`src/lpfl_pkg.sv`:
```
// ----------------------------------------------------------------------------
// lpfl_pkg
// Shared types and constants for the length-prefixed flash page loader.
// ----------------------------------------------------------------------------
package lpfl_pkg;

	localparam int PAGE_BYTES_DEF = 128;
	localparam logic [7:0] PAD_BYTE = 8'hFF;
	localparam logic [1:0] HDR_BYTES = 2'd2;

	typedef enum logic [2:0] {
		ST_IN   = 3'b001,
		ST_READ = 3'b010,
		ST_EMIT = 3'b100
	} state_t;

	typedef struct packed {
		logic take_byte;
		logic rd_word;
		logic word_done;
	} lpfl_cmd_t;

	typedef struct packed {
		logic flush;
		logic last_word;
	} lpfl_sts_t;

endpackage

```
`src/lpfl_ram.sv`:
```
// ----------------------------------------------------------------------------
// lpfl_ram
// Generic single-write, single-read RAM with registered read data.
// ----------------------------------------------------------------------------
module lpfl_ram #(
	parameter int WIDTH = 8,
	parameter int DEPTH = 64,
	parameter int AW    = (DEPTH > 1) ? $clog2(DEPTH) : 1
) (
	input  logic             clk,
	input  logic             we,
	input  logic [AW-1:0]    waddr,
	input  logic [WIDTH-1:0] wdata,
	input  logic             re,
	input  logic [AW-1:0]    raddr,
	output logic [WIDTH-1:0] rdata
);

	logic [WIDTH-1:0] mem_q [DEPTH];

	always_ff @(posedge clk) begin
		if (we) begin
			mem_q[waddr] <= wdata;
		end
		if (re) begin
			rdata <= mem_q[raddr];
		end
	end

endmodule

```
`src/lpfl_ctrl.sv`:
```
// ----------------------------------------------------------------------------
// lpfl_ctrl
// Sequencer: takes bytes, then walks one read/emit pair per word of a flush.
// ----------------------------------------------------------------------------
module lpfl_ctrl
	import lpfl_pkg::*;
(
	input  logic      clk,
	input  logic      arst_n,
	input  logic      in_valid,
	output logic      in_stall,
	output logic      out_valid,
	input  logic      out_stall,
	input  lpfl_sts_t sts,
	output lpfl_cmd_t cmd
);

	state_t state_q, state_d;

	always_comb begin
		state_d = state_q;
		case (state_q)
			ST_IN: begin
				if (in_valid && sts.flush) state_d = ST_READ;
			end
			ST_READ: begin
				state_d = ST_EMIT;
			end
			ST_EMIT: begin
				if (!out_stall) state_d = sts.last_word ? ST_IN : ST_READ;
			end
			default: begin
				state_d = ST_IN;
			end
		endcase
	end

	always_ff @(posedge clk or negedge arst_n) begin
		if (!arst_n) begin
			state_q <= ST_IN;
		end else begin
			state_q <= state_d;
		end
	end

	assign in_stall      = (state_q != ST_IN);
	assign out_valid     = (state_q == ST_EMIT);
	assign cmd.take_byte = (state_q == ST_IN) && in_valid;
	assign cmd.rd_word   = (state_q == ST_READ);
	assign cmd.word_done = (state_q == ST_EMIT) && !out_stall;

endmodule

```
`src/lpfl_dp.sv`:
```
// ----------------------------------------------------------------------------
// lpfl_dp
// Datapath: length header, page buffer in even/odd byte banks, word fills.
// ----------------------------------------------------------------------------
module lpfl_dp
	import lpfl_pkg::*;
#(
	parameter int PAGE_BYTES = PAGE_BYTES_DEF
) (
	input  logic        clk,
	input  logic        arst_n,
	input  lpfl_cmd_t   cmd,
	output lpfl_sts_t   sts,
	input  logic [7:0]  data_byte,
	output logic [15:0] flash_byte_address,
	output logic [15:0] fill_word,
	output logic        page_first,
	output logic        page_last,
	output logic        session_done
);

	localparam int WORDS = (PAGE_BYTES + 1) / 2;
	localparam int AW    = (WORDS > 1) ? $clog2(WORDS) : 1;
	localparam int FW    = $clog2(PAGE_BYTES + 1);
	localparam int CW    = (AW + 2 > FW) ? AW + 2 : FW;

	logic [1:0]    hdr_cnt_q;
	logic [15:0]   img_len_q;
	logic [FW-1:0] fill_q;
	logic [16:0]   page_off_q;
	logic [AW-1:0] word_idx_q;
	logic          fin_q;

	logic          is_image;
	logic [FW-1:0] fill_next;
	logic [17:0]   done_sum;
	logic          finished;
	logic [AW-1:0] wr_addr;
	logic          we_even, we_odd;
	logic [7:0]    rd_even, rd_odd;
	logic [CW-1:0] pos_lo, pos_hi;
	logic          last_w;

	assign is_image  = (hdr_cnt_q == HDR_BYTES);
	assign fill_next = fill_q + FW'(1);
	assign done_sum  = {1'b0, page_off_q} + 18'(fill_next);
	assign finished  = (done_sum >= 18'(img_len_q));
	assign sts.flush = is_image && ((fill_next >= FW'(PAGE_BYTES)) || finished);

	assign wr_addr = AW'(fill_q >> 1);
	assign we_even = cmd.take_byte && is_image && !fill_q[0];
	assign we_odd  = cmd.take_byte && is_image && fill_q[0];

	lpfl_ram #(.WIDTH(8), .DEPTH(WORDS), .AW(AW)) u_ram_even (
		.clk   (clk),
		.we    (we_even),
		.waddr (wr_addr),
		.wdata (data_byte),
		.re    (cmd.rd_word),
		.raddr (word_idx_q),
		.rdata (rd_even)
	);

	lpfl_ram #(.WIDTH(8), .DEPTH(WORDS), .AW(AW)) u_ram_odd (
		.clk   (clk),
		.we    (we_odd),
		.waddr (wr_addr),
		.wdata (data_byte),
		.re    (cmd.rd_word),
		.raddr (word_idx_q),
		.rdata (rd_odd)
	);

	assign pos_lo = CW'({word_idx_q, 1'b0});
	assign pos_hi = pos_lo + CW'(1);
	assign last_w = (word_idx_q == AW'(WORDS - 1));

	assign sts.last_word      = last_w;
	assign flash_byte_address = page_off_q[15:0] + 16'(pos_lo);
	assign fill_word[7:0]     = (pos_lo < CW'(fill_q)) ? rd_even : PAD_BYTE;
	assign fill_word[15:8]    = (pos_hi < CW'(fill_q)) ? rd_odd : PAD_BYTE;
	assign page_first         = (word_idx_q == '0);
	assign page_last          = last_w;
	assign session_done       = last_w && fin_q;

	always_ff @(posedge clk or negedge arst_n) begin
		if (!arst_n) begin
			hdr_cnt_q  <= '0;
			img_len_q  <= '0;
			fill_q     <= '0;
			page_off_q <= '0;
			word_idx_q <= '0;
			fin_q      <= 1'b0;
		end else if (cmd.take_byte) begin
			if (!is_image) begin
				if (hdr_cnt_q == 2'd0) begin
					img_len_q[15:8] <= data_byte;
				end else begin
					img_len_q[7:0] <= data_byte;
				end
				hdr_cnt_q <= hdr_cnt_q + 2'd1;
			end else begin
				fill_q     <= fill_next;
				fin_q      <= finished;
				word_idx_q <= '0;
			end
		end else if (cmd.word_done) begin
			if (last_w) begin
				fill_q     <= '0;
				word_idx_q <= '0;
				if (fin_q) begin
					hdr_cnt_q  <= '0;
					img_len_q  <= '0;
					page_off_q <= '0;
				end else begin
					page_off_q <= page_off_q + 17'(PAGE_BYTES);
				end
			end else begin
				word_idx_q <= word_idx_q + AW'(1);
			end
		end
	end

endmodule

```
`src/length_prefixed_flash_page_loader_top.sv`:
```
// ----------------------------------------------------------------------------
// length_prefixed_flash_page_loader_top
// Byte stream in (two-byte big-endian length, then image); page flushes out
// as runs of little-endian word fills with 0xFF padding.
// ----------------------------------------------------------------------------
//  channel | handshake            | payload
//  input   | in_valid / in_stall  | data_byte
//  output  | out_valid / out_stall| flash_byte_address, fill_word, page_first,
//          |                      | page_last, session_done
//
//  A byte that does not end a page is taken without stalling the input.
//  A flush emits (PAGE_BYTES+1)/2 words, each a registered read of the page
//  buffer banks in ST_READ, then output in ST_EMIT; out_stall holds the word.
//  No byte is taken during a flush.
//  arst_n clears all counters; the page buffer needs no clearing.
// ----------------------------------------------------------------------------
module length_prefixed_flash_page_loader_top
	import lpfl_pkg::*;
#(
	parameter int PAGE_BYTES = PAGE_BYTES_DEF
) (
	input  logic        clk,
	input  logic        arst_n,
	input  logic        in_valid,
	output logic        in_stall,
	input  logic [7:0]  data_byte,
	output logic        out_valid,
	input  logic        out_stall,
	output logic [15:0] flash_byte_address,
	output logic [15:0] fill_word,
	output logic        page_first,
	output logic        page_last,
	output logic        session_done
);

	lpfl_cmd_t cmd;
	lpfl_sts_t sts;

	lpfl_ctrl u_ctrl (
		.clk       (clk),
		.arst_n    (arst_n),
		.in_valid  (in_valid),
		.in_stall  (in_stall),
		.out_valid (out_valid),
		.out_stall (out_stall),
		.sts       (sts),
		.cmd       (cmd)
	);

	lpfl_dp #(.PAGE_BYTES(PAGE_BYTES)) u_dp (
		.clk                (clk),
		.arst_n             (arst_n),
		.cmd                (cmd),
		.sts                (sts),
		.data_byte          (data_byte),
		.flash_byte_address (flash_byte_address),
		.fill_word          (fill_word),
		.page_first         (page_first),
		.page_last          (page_last),
		.session_done       (session_done)
	);

	a_no_overlap: assert property (@(posedge clk) disable iff (!arst_n)
		out_valid |-> in_stall)
		else $error("byte taken during flush");

	a_flush_start: assert property (@(posedge clk) disable iff (!arst_n)
		(cmd.take_byte && sts.flush) |=> (in_stall && !out_valid))
		else $error("flush did not start with a read");

	a_first_word: assert property (@(posedge clk) disable iff (!arst_n)
		(cmd.take_byte && sts.flush) |=> ##1 (out_valid && page_first))
		else $error("flush run does not open on first word");

	a_return_idle: assert property (@(posedge clk) disable iff (!arst_n)
		(out_valid && !out_stall && page_last) |=> !in_stall)
		else $error("loader not idle after last word");

endmodule

```
`config.mk`:
```
export PLATFORM = sky130hd
export DESIGN_NAME = length_prefixed_flash_page_loader_top
export DESIGN_NICKNAME = d
export VERILOG_FILES = /design/src/lpfl_pkg.sv /design/src/lpfl_ram.sv /design/src/lpfl_ctrl.sv /design/src/lpfl_dp.sv /design/src/length_prefixed_flash_page_loader_top.sv
export SDC_FILE = /design/constraint.sdc
export NUM_CORES = 1
export LEC_CHECK = 0
export BUFFER_PORTS_ARGS = -buffer_cell sky130_fd_sc_hd__clkbuf_2
export CAP_MARGIN = 25
export CORE_AREA = 2 2 493 299
export DETAILED_ROUTE_END_ITERATION = 6
export DIE_AREA = 0 0 495 301
export GPL_TIMING_DRIVEN = 0
export MAX_ROUTING_LAYER = met4
export SETUP_SLACK_MARGIN = 0.5
export SLEW_MARGIN = 10
export SYNTH_ARGS = -nofsm -noshare
export SYNTH_HDL_FRONTEND = slang
export SYNTH_SLANG_ARGS = --single-unit
```
`constraint.sdc`:
```
create_clock -name clk -period 4.3 [get_ports clk]
set_input_delay 0.43 -clock clk [delete_from_list [all_inputs] [get_ports clk]]
set_output_delay 0.43 -clock clk [all_outputs]
set_load 0.01 [all_outputs]
```
# Word level (Yosys, flattened, before mapping)
# Memory sizes are Yosys's and may differ from the RTL's. A register that Yosys moved wholly into a read port is not among the register bits.
# Index checks and enable logic that the tools add are counted.
[totals]
regBits = 53
ram_bits = 1024
inputBits = 12
output_inout_bits = 37
elab_cells = 89
memories = 2
[classes]
n_addsub = 7
n_lt_le_gt_ge = 4
n_eq_ne = 12
muxes = 31
bitwise = 1
reduce_logical = 24
[memory_table]
columns = ["memory", "depth", "word_bits", "read_ports", "rd_ports_with_merged_regs", "wr", "line_no", "text"]
rows = [
  ["u_dp.u_ram_even.mem_q", 64, 8, 1, 1, 1, "lpfl_ram.sv:19", "logic [WIDTH-1:0] mem_q [DEPTH];"],
  ["u_dp.u_ram_odd.mem_q", 64, 8, 1, 1, 1, "lpfl_ram.sv:19", ""],
]
[op_table]
columns = ["cell", "count"]
rows = [
  ["16-bit two-way mux", 5],
  ["8-bit two-way mux", 8],
  ["6-bit two-way mux", 4],
  ["17-bit by 8-bit adder with 18-bit output", 1],
  ["18-bit by 16-bit >= comparator with 1-bit output", 1],
  ["17-bit by 8-bit adder with 17-bit output (second input constant)", 1],
  ["17-bit two-way mux", 1],
  ["16-bit by 7-bit adder with 16-bit output", 1],
  ["2-bit two-way mux", 6],
  ["2-bit != test (second input constant)", 5],
  ["5-bit AND reduction", 2],
  ["3-bit case mux with 3 select lines", 1],
  ["7-bit by 1-bit adder with 8-bit output (second input constant)", 1],
  ["8-bit by 1-bit adder with 8-bit output (second input constant)", 1],
  ["8-bit >= comparator (second input constant)", 1],
  ["1-bit logical AND", 8],
  ["7-bit by 8-bit less-than comparator with 1-bit output", 1],
  ["8-bit less-than comparator", 1],
  ["6-bit by 1-bit adder with 6-bit output (second input constant)", 1],
  ["6-bit equality test (second input constant)", 1],
  ["6-bit zero test", 1],
  ["3-bit two-way mux", 2],
  ["2-bit AND reduction", 3],
  ["3-bit AND reduction", 2],
  ["14 further kinds", 20],
]

# Depth between registers and ports, before layout
[logic_depth]
ltp_word = 8
mapped_depth = 16
mapped_depth_nobuf = 15

# Cells and area by module
# Synthesis repeated with hierarchy kept, for this count alone.
[unflattened]
hier_cells = 2282
hier_area_um2 = 43842.0
[modules_own_cells]
columns = ["mod", "n_inst", "cells_each", "area_each_um2", "seq_area_each_um2"]
rows = [
  ["lpfl_ram", 2, 940, 20246.9, 15615.0],
  ["lpfl_dp", 1, 383, 3180.6, 1076.0],
  ["lpfl_ctrl", 1, 19, 167.7, 76.3],
]

# Worst setup path after synthesis
# Ideal clock, no wire load.
[synth_path]
path_type = "reg2reg"
from = "reg u_dp.fill_q[1]"
to = "reg u_ctrl.state_q[0]"
setup_ns = 0.078
arrival_time_ns = 3.129
required_ns = 4.222
setup_slack_ns = 1.093
path_stages_with_launch = 15
path_buffers = 1
period_less_slack_ns = 3.207
path_cell_list = "dfrtp_1 clkbuf_1 nand3_1 nor2_1 nand2_1 xnor2_1 ha_1 a31oi_1 xnor2_1 ha_1 nand4_1 o41a_1 a211oi_1 nor3_1 a31o_2"
[synth_between]
elab_chain_cells = 8
elab_cells_between_ends = 9
classes_between = "add/sub: 2; order compare: 2; eq/ne: 1; reduce/logical: 4"
[synth_rtl]
columns = ["element", "line_no", "text"]
rows = [
  ["start: declaration", "lpfl_dp.sv:29", "logic [FW-1:0] fill_q;"],
  ["start signal: assignment", "lpfl_dp.sv:103", "fill_q <= fill_next;"],
  ["8-bit by 1-bit adder with 8-bit output *", "lpfl_dp.sv:45", "assign fill_next = fill_q + FW'(1);"],
  ["17-bit by 8-bit adder with 18-bit output", "lpfl_dp.sv:46", "assign done_sum = {1'b0, page_off_q} + 18'(fill_next);"],
  ["18-bit by 16-bit >= comparator with 1-bit output", "lpfl_dp.sv:47", "assign finished = (done_sum >= 18'(img_len_q));"],
  ["1-bit logical OR *", "lpfl_dp.sv:48", "assign sts.flush = is_image && ((fill_next >= FW'(PAGE_BYTES)) || finished);"],
  ["1-bit logical AND *", "lpfl_dp.sv:48", ""],
  ["1-bit logical AND *", "lpfl_ctrl.sv:24", "if (in_valid && sts.flush) state_d = ST_READ;"],
  ["2-bit by 1-bit != test with 1-bit output (no source line) *", "--", ""],
  ["2-bit AND reduction (no source line) *", "--", ""],
  ["end signal: assignment", "lpfl_ctrl.sv:42", "state_q <= state_d;"],
  ["end: declaration", "lpfl_ctrl.sv:18", "state_t state_q, state_d;"],
]
# Every way passes the cells marked *; elsewhere a longest branch is shown, timed or not.
# A chain may end at the register's enable or synchronous reset.

==> results.yml <==
clock_network:
  cts-root-buf: "clkbuf_16"
  cts_made_buffers: 95
  htreeDepth: 3
  cts_buffer_depth: 3
  clkLatencyLatePin_ns: 0.72
  cts_tree: "yes"
  clkTransAtPathRegs_ns: 0.07
  cts_num_sinks: 1086
critical_path:
  crit_required_ns: 4.67
  cp-end-kind: "register"
  cp-start-kind: "register"
  crit_arrival_ns: 4.27
  worstPathMaxFanout: 10
  cpPeakStageDelay_ns: 0.55
  crit_type: "register to register"
  cp_slowest_cell: "clkdlybuf4s15_2"
  crit_top_cell: "mux4_2"
  cp_cell_sequence: "clkbuf_1, clkbuf_2, clkdlybuf4s15_2, mux4_2, mux4_2, a22oi_1, nand2_1"
drt:
  drt-pass1-iter-count: 6
  wl_met2_um: 48000
  wl_per_cell_um: 27.0
  drtAntennaViolNets: 0
  met3RoutedLength_um: 14000
  vias: 21900
  drt-initial-drc-count: 3074
  dr.max_layer_used: "met4"
  viasPerCell: 5.19
  wirelength_um: 114000
  drc: 0
  met1Wirelength_um: 49700
die:
  die_w_um: 495
  rows: 108
  die_area_um2: 149000
  die_y_um: 301
  coreArea_um2: 144000
  start_util_pct: 30.0
  ios: 49
place:
  hpwl_um: 77000
  port_buffers: 47
  preCtsSetupSlack_ns: -0.155
  place.gp.congestion: 0.937
  dpl_cell_area_um2: 46300
logic_synthesis:
  ys_types: 54
  yosysTopAreaCell: "edfxtp_1"
  async_flop_share_pct: 4.24
  ys.flop_type: "edfxtp_1"
  syn_area_per_cell_um2: 21.1
  ys_seq_area_share_pct: 75.0
  postSynthCellCount: 2049
  synth.area.top_cells: "edfxtp_1 72%, mux4_2 17%, dfrtp_1 2.6%, nor2_1 1.3%, ha_1 0.90%"
  syn-cell-area_um2: 43200
  synth_edf_count: 1040
  ys_ff_latch: 1086
  synth_top_area_share_pct: 72.4
  yosys_warnings: 0
sta:
  hold_viol: 0
  fin_worst_skew_ns: 0.0401
  fin_ws_ns: 0.403
  fmax_mhz: 257
  min_period_ns: 3.90
  timing.final.crit_share_pct: 90.6
  finalSetupViolCount: 0
  relSlewSlack_pct: 26.8
  worst_pin_slew_ns: 1.10
  fin_hold_ws_ns: 0.0585
  rsz0062_at_grt: "true"
  slew_viol_final: 0
global_routing:
  gr-usage-all-layers_pct: 15.6
  first_global_vias: 21700
  grt_first_pass_wirelength_um: 160000
  antenna_found_initial: 3
  grt_overflow: 0
  grt_max_degree: 131
cells_and_area:
  final_common_cell: "edfxtp_1"
  drive_gt1_share_pct: 29.1
  fin_nets: 2266
  final_area_um2: 49700
  mostFrequentLayoutCells: "1,040 x edfxtp_1, 320 x mux4_2, 96 x nor2_1, 96 x clkbuf_16, 72 x clkbuf_1"
  syn2layout_area_growth_pct: 15.2
  final_util_pct: 34.5
pwr:
  vdd.ir_drop.worst_v: 0.000336
  p_total_mw: 28.6
  power_leakage_nw: 15.3
  power.density_nw_per_um2: 575
hold_path:
  holdCritPathClass: "input port to register"
outcome:
  status: "finished, final reports clean"
flow_run:
  drv_cap: 0
-- metrics by stage --
step / instances / TNS [ns]
5_1_grt: 4227 / 0
4_1_cts: 4219 / 0
2_1_floorplan: 2050 / 0
3_5_place_dp: 4039 / -0.586
6_report: 4227 / 0
3_3_place_gp: 4022 / -2.34
-- layout make-up --
cell class,instances,area [um2]
Buffer,126,658
Antenna cell,1,2.50
Multi-Input combinational cell,808,10300
Inverter,30,113
Fill cell,13400,94400
Sequential cell,1086,32400
Clock buffer,114,2500
Timing Repair Buffer,76,800
Clock inverter,61,527
Tap cell,1925,2410
-- routing by layer --
layer  global-route usage [%]  up-vias
li1                         -     8804
met1                     22.6    11800
met2                     21.0     1165
met3                     5.39      170
met4                     3.62        0
met5                        -        -
-- critical path, delay by kind of cell (launching register included) --
family,cells,cell delay (ns)
buffers and inverters,3,1.36
AND/OR/NAND/NOR,1,0.29
flip-flops,1,0.48
multiplexers,2,0.91
AO/OA/AOI/OAI,1,0.51
-- worst paths after layout --
path | startpoint | end | slack (ns) | depth (start not counted)
max | u_dp.word_idx_q[1] | u_dp.u_ram_odd.rdata[1] | 0.40 | 7
min | data_byte[3] | u_dp.u_ram_even.mem_q[20][3] | 0.06 | 1
max reg2reg | u_dp.word_idx_q[1] | u_dp.u_ram_odd.rdata[1] | 0.40 | 7
min reg2reg | u_dp.img_len_q[3] | u_dp.img_len_q[3] | 0.50 | 1
max in group asynchronous | arst_n | u_ctrl.state_q[0] | 3.45 | 3
min in group asynchronous | arst_n | u_dp.page_off_q[15] | 0.24 | 2
-- cells by family (layout without fill, tap and decap cells) --
| kind of cell | after synthesis | in the layout | synth area share (%) |
|---|---|---|---|
| flops | 1086 | 1086 | 75.0 |
| mux | 323 | 323 | 16.8 |
| simple gates | 307 | 307 | 3.24 |
| buf+inv | 156 | 407 | 1.63 |
| compound gates | 125 | 125 | 2.00 |
| fa+ha+maj | 31 | 31 | 0.899 |
| xor+xnor | 20 | 20 | 0.406 |
| other cells | 1 | 3 | 0.00869 |
-- Yosys cell counts, drive strengths merged (9+ instances only) --
cell type	number
a21o	9
a21oi	21
a22o	21
a22oi	32
buf	52
clkbuf	74
dfrtp	45
edfxtp	1040
ha	31
inv	28
mux4	320
nand2	53
nand2b	23
nand3	30
nor2	148
nor3	12
o21ai	23
xnor2	14
-- state kept, by name, summed over array words and instances (netlist names) --
register,count
u_dp.img_len_q,16
u_dp.u_ram_even.mem_q,512
u_dp.hdr_cnt_q,2
u_ctrl.state_q,3
u_dp.u_ram_odd.rdata,8
u_dp.u_ram_even.rdata,8
u_dp.page_off_q,10
u_dp.fill_q,8
u_dp.u_ram_odd.mem_q,512
u_dp.fin_q,1
u_dp.word_idx_q,6
-- where the power goes --
group / leakage (nW) / internal, mW / switching [mW]
clock network: 1.47 / 4.49 / 3.98
logic: 3.89 / 3.33 / 4.83
registers: 9.91 / 11.8 / 0.130
-- repair_timing --
action | in CTS | in global routing
buffers inserted | 2 | 3
hold endpoints to repair | 29 | 0
hold buffers | 3 | 0
pin swaps | 2 | 0
gates resized for setup | 42 | 62
endpoints found under the setup margin | 132 | 500
(Power assumes the default switching activity.)
